==> config.mk <==
export PLATFORM = sky130hd
export DESIGN_NAME = ppw_ctrl
export DESIGN_NICKNAME = d
export VERILOG_FILES = /design/src/rtl/ppw_pkg.sv /design/src/rtl/ppw_ctrl.sv
export SDC_FILE = /design/constraint.sdc
export NUM_CORES = 1
export LEC_CHECK = 0
export ABC_AREA = 1
export BUFFER_PORTS_ARGS = -buffer_cell sky130_fd_sc_hd__buf_2
export CAP_MARGIN = 20
export CELL_PAD_IN_SITES_DETAIL_PLACEMENT = 0
export CELL_PAD_IN_SITES_GLOBAL_PLACEMENT = 1
export CORE_MARGIN = 10
export CORE_UTILIZATION = 24
export DETAILED_ROUTE_END_ITERATION = 12
export PLACE_DENSITY = 0.66
export SLEW_MARGIN = 0
export SYNTH_ARGS = -nofsm -noshare
export SYNTH_HDL_FRONTEND = slang
export SYNTH_SLANG_ARGS = --single-unit
==> constraint.sdc <==
create_clock -name clk -period 1.1 [get_ports clk]
set_input_delay 0.22 -clock clk [delete_from_list [all_inputs] [get_ports clk]]
set_output_delay 0.22 -clock clk [all_outputs]
set_load 0.02 [all_outputs]
==> src/rtl/ppw_pkg.sv <==
// Package for the particle push block: types, opcodes, wall modes and limits.
// No dependencies.
`timescale 1ns / 1ps
`default_nettype none
package ppw_pkg;
  localparam logic [1:0] FUNC_WRITE  = 2'd0;
  localparam logic [1:0] FUNC_PUSH   = 2'd1;
  localparam logic [1:0] FUNC_REWIND = 2'd2;
  localparam logic [1:0] FUNC_REPORT = 2'd3;

  localparam logic [1:0] WALL_ABSORB  = 2'd0;
  localparam logic [1:0] WALL_REFLECT = 2'd1;
  localparam logic [1:0] WALL_WRAP    = 2'd2;

  localparam logic [2:0] REG_LEFT_MODE  = 3'd0;
  localparam logic [2:0] REG_RIGHT_MODE = 3'd1;
  localparam logic [2:0] REG_CELLS      = 3'd2;
  localparam logic [2:0] REG_ACCEL      = 3'd3;
  localparam logic [2:0] REG_DRIFT      = 3'd4;

  localparam logic [62:0] E_MAX   = {63{1'b1}};
  localparam logic [47:0] MOM_MAX = {1'b0, {47{1'b1}}};
  localparam logic [47:0] MOM_MIN = {1'b1, {47{1'b0}}};

  typedef enum logic [3:0] {
    ST_IDLE, ST_FETCH, ST_INTERP, ST_KICK, ST_DRIFT, ST_WALL, ST_ABSORB,
    ST_EMIT, ST_REP0, ST_REP1
  } state_t;

  typedef struct packed {
    logic load;      // capture input word
    logic node_wr;   // write field store
    logic interp;
    logic kick;
    logic drift;
    logic wall;
    logic absorb;
    logic emit_part;
    logic emit_rep;
    logic rep_side;
  } cmd_t;

  typedef struct packed {
    logic absorbed;
    logic out_busy;
  } stat_t;

  function automatic logic signed [31:0] sat32(input logic signed [48:0] v);
    if (v > 49'sd2147483647) return 32'sh7FFFFFFF;
    if (v < -49'sd2147483648) return 32'sh80000000;
    return v[31:0];
  endfunction
endpackage
`default_nettype wire

==> src/rtl/ppw_ctrl.sv <==
// Controller state machine for the particle push block.
// Uses ppw_pkg.
`timescale 1ns / 1ps
`default_nettype none
module ppw_ctrl (
  input  wire                  clk,
  input  wire                  rst_n,
  input  wire                  in_valid,
  input  wire [1:0]            in_func,
  output logic                 in_ready,
  input  wire ppw_pkg::stat_t  stat,
  output ppw_pkg::cmd_t        cmd
);
  import ppw_pkg::*;
  state_t state_r, state_nxt;

  always_ff @(posedge clk) begin
    if (!rst_n) state_r <= ST_IDLE;
    else state_r <= state_nxt;
  end

  always_comb begin
    state_nxt = state_r;
    case (state_r)
      ST_IDLE: begin
        if (in_valid) begin
          case (in_func)
            FUNC_WRITE:  state_nxt = ST_IDLE;
            FUNC_REPORT: state_nxt = ST_REP0;
            default:     state_nxt = ST_FETCH;
          endcase
        end
      end
      ST_FETCH:  state_nxt = ST_INTERP;
      ST_INTERP: state_nxt = ST_KICK;
      ST_KICK:   state_nxt = ST_DRIFT;
      ST_DRIFT:  state_nxt = ST_WALL;
      ST_WALL:   state_nxt = stat.absorbed ? ST_ABSORB : ST_EMIT;
      ST_ABSORB: state_nxt = ST_IDLE;
      ST_EMIT:   if (!stat.out_busy) state_nxt = ST_IDLE;
      ST_REP0:   if (!stat.out_busy) state_nxt = ST_REP1;
      ST_REP1:   if (!stat.out_busy) state_nxt = ST_IDLE;
      default:   state_nxt = ST_IDLE;
    endcase
  end

  always_comb begin
    cmd = '0;
    in_ready = 1'b0;
    case (state_r)
      ST_IDLE: begin
        in_ready = 1'b1;
        cmd.load = in_valid;
        cmd.node_wr = in_valid && (in_func == FUNC_WRITE);
      end
      ST_INTERP: cmd.interp = 1'b1;
      ST_KICK:   cmd.kick = 1'b1;
      ST_DRIFT:  cmd.drift = 1'b1;
      ST_WALL:   cmd.wall = 1'b1;
      ST_ABSORB: cmd.absorb = 1'b1;
      ST_EMIT:   cmd.emit_part = !stat.out_busy;
      ST_REP0:   cmd.emit_rep = !stat.out_busy;
      ST_REP1: begin
        cmd.emit_rep = !stat.out_busy;
        cmd.rep_side = 1'b1;
      end
      default: cmd = '0;
    endcase
  end
endmodule
`default_nettype wire

==> reports/results.md <==
Worst setup path
* **kind of capture point of the worst setup path** output port
* **biggest fanout along the worst timing path** 5
* **number of gates on the worst path with buffers counted** 5
* **peak per-stage delay on the critical path** 0.36 ns
* **logic depth of the worst register-to-register path** 10
* **required arrival time at the worst endpoint** 0.88 ns
* **cell with the largest stage delay on the worst path** dfxtp_4
* **category of cells accounting for the largest share of critical-path delay** flip-flops
* **timing endpoint of the critical path** cmd[3]
* **internal reg-to-reg setup slack** -0.17 ns
* **worst path bufs/invs** 3
* **worst-path cell chain** inv_2, nor2_4, inv_1, nor3_2, buf_4
* **Worst Path Arrival** 1.14 ns
* **reg2reg start** state_r[2]
* **endpoint of the lowest-slack register-to-register path** state_r[0]
* **launching instance or port of the critical path** state_r[2]
* **Crit Path Class** reg -> out
* **kind of start point of the critical path** register

Global routing
* **via count of the first global-routing pass** 521
* **GR Util met2** 0.122
* **wire length of the first global-routing pass** 2170 um
* **largest net degree at the start of global routing** 7
* **antenna violations before repair** 0
* **GRT met3 Usage** 0.0355
* **met1 usage in global routing** 0.0863
* **gr ovfl total** 0
* **routing layer with the top usage in global route** met2
* **GRT Util Overall** 0.0738

Pwr
* **Final Total Pwr** 2.32 mW
* **leakage dissipation** 0.441 nW
* **VDD IR-drop max** 0.00120 V
* **pwr dens** 2910 nW/um^2

Synthesis
* **count of distinct cell types in the synthesized netlist** 14
* **number of nets in the synthesized netlist** 83
* **leading post-synthesis cells by cell area** dfxtp_1, inv_1, nand2_1
* **portion of synthesized cell area occupied by the leading cell type** 0.201
* **sequential share of the synthesized area** 0.201
* **cells after synthesis** 74
* **post-synthesis cell type with the largest combined area** dfxtp_1
* **summed instance area of the synthesized netlist** 398 sq um
* **number of register bits inferred by synthesis** 4
* **Post-Syn Area per Cell** 5.38 sq um
* **Syn. warnings** 0

Timing
* **FMAX** 734 MHz
* **Period Utilization, post-route** 1.24
* **shortest clock period the worst path allows after layout** 1.36 ns
* **Setup violations, final** 15
* **final setup slack of the worst path** -0.262 ns
* **Slew @ Worst Pin** 0.192 ns
* **Max transition margin** 0.871
* **final sum of negative setup slack** -2.76 ns
* **number of hold violations in the final report** 0
* **Hold Slack** 0.224 ns
* **final slew viol count** 0
* **unrepaired setup endpoints after global routing** yes
* **clock tree skew after final layout** 0.00766 ns

Routing
* **Vias per Instance** 4.27
* **via count** 538
* **WL per Instance** 11.2 um
* **DRC violation total after the first TritonRoute iteration** 8
* **detailed-route wire length** 1420 um
* **Detailed Routing Iterations Pass 1** 4
* **final routed DRC violation total** 0
* **count of nets left with antenna violations after detail routing** 0

Status
* **failing checks** negative setup slack
* **status** finished with violations

Placement
* **Routability Congestion** 0.766
* **dpl hpwl** 1020 um
* **pre-CTS WS** -0.167 ns
* **number of port buffers** 17
* **Placement Cell Area** 576 sq um
* **number of placed instances, taps included** 115

Die
* **Core Area** 1540 sq um
* **width of the die** 60.7 um
* **die area** 3690 sq um
* **starting density of the core** 0.258
* **Ports** 18
* **FP Rows** 14
* **die height** 60.7 um

Layout
* **final std cells w/o fill** 126
* **commonest non-fill, non-tap cells in the layout** buf_4, nand2_1, inv_1
* **layout cell share with drive strength beyond 1** 0.618
* **number of inserted diodes** 0
* **Layout fillers** 166
* **flip-flop count of the largest register after layout** 4
* **commonest non-fill, non-tap cell in the layout** buf_4
* **final instance area** 797 sq um
* **Layout area overhead** 100%
* **leading registers by flop count** state_r x4
* **Largest Register** state_r
* **number of nets in the layout** 121
* **Layout Utilization** 0.517

Clock tree
* **TritonCTS clock tree** yes
* **number of clock sinks seen by CTS** 4
* **Clock Pin Slew Worst Setup and Hold Paths** 0.04 ns
* **H-tree Lvls** 1
* **master cell of the clock root buffer** clkbuf_4
* **hold buffers post-CTS** 0
* **number of buffers on the longest clock path** 2
* **Num CTS Buffers** 3
* **clock network latency to the later pin of the worst-skew pair** 0.24 ns

Min path
* **path type of the worst min-delay path** in -> reg

Run
* **number of max-cap violations** 0

==> logic make-up after synthesis <==
family          count (synthesis)  synth area share
buf+inv                        18             0.170
compound gates                  6            0.0943
simple gates                   44             0.472
flops                           4             0.201
fa+ha+maj                       2            0.0629
==> worst reg2reg max path, delay by kind of cell (launching register included) <==
family / cells / cell delay [ns]
buffers and inverters: 4 / 0.31
AOI/OAI and AO/OA: 1 / 0.12
DFF: 1 / 0.36
and+or+nand+nor: 5 / 0.39
==> synthesized netlist by cell type <==
cell type and n:
inv_1 17, nand2_1 17, nor2_1 15, nand3_1 5
dfxtp_1 4, nand2_2 4, a21oi_1 2, ha_1 2
nor2_2 2, o21ai_0 2, a21oi_2 1, inv_2 1
nor3_1 1, o21ai_2 1
==> how the worst min path moves through the flow <==
stage / to / slack [ns] / cells after the start / from
floorplan: state_r[0] / 0.35 / 2 / rst_n
global placement: state_r[2] / 0.48 / 3 / rst_n
detailed placement: state_r[2] / 0.48 / 3 / rst_n
CTS: state_r[1] / 0.23 / 3 / rst_n
global route: state_r[2] / 0.24 / 3 / rst_n
finish: state_r[2] / 0.22 / 3 / rst_n
==> routing by layer <==
metal | share of wire | up-vias | wire, um
li1 | - | 290 | -
met1 | 0.42 | 237 | 596
met2 | 0.53 | 11 | 743
met3 | 0.053 | 0 | 75
met4 | 0 | 0 | 0
met5 | 0 | - | 0
==> report_power, final <==
part	internal (mW)	switching [mW]	total (mW)
sequential	0.245	0.113	0.358
clock	0.122	0.0585	0.180
combinational	0.826	0.952	1.78
==> repair_timing <==
action,in CTS,in global routing
endpoints found under the setup margin,15,15
pin swaps,4,3
resized for setup,32,18
setup buffers,3,5
==> layout make-up <==
| type | instances | area [sq um] | area share |
|---|---|---|---|
| clock buffers | 3 | 22.5 | 0.0283 |
| inverters | 18 | 70.1 | 0.0879 |
| multi-input cells | 52 | 330 | 0.414 |
| flip-flops and latches | 4 | 95.1 | 0.119 |
| well taps | 16 | 20.0 | 0.0251 |
| repair buffers | 33 | 259 | 0.325 |
No activity file was read; power rests on OpenSTA's default activity.
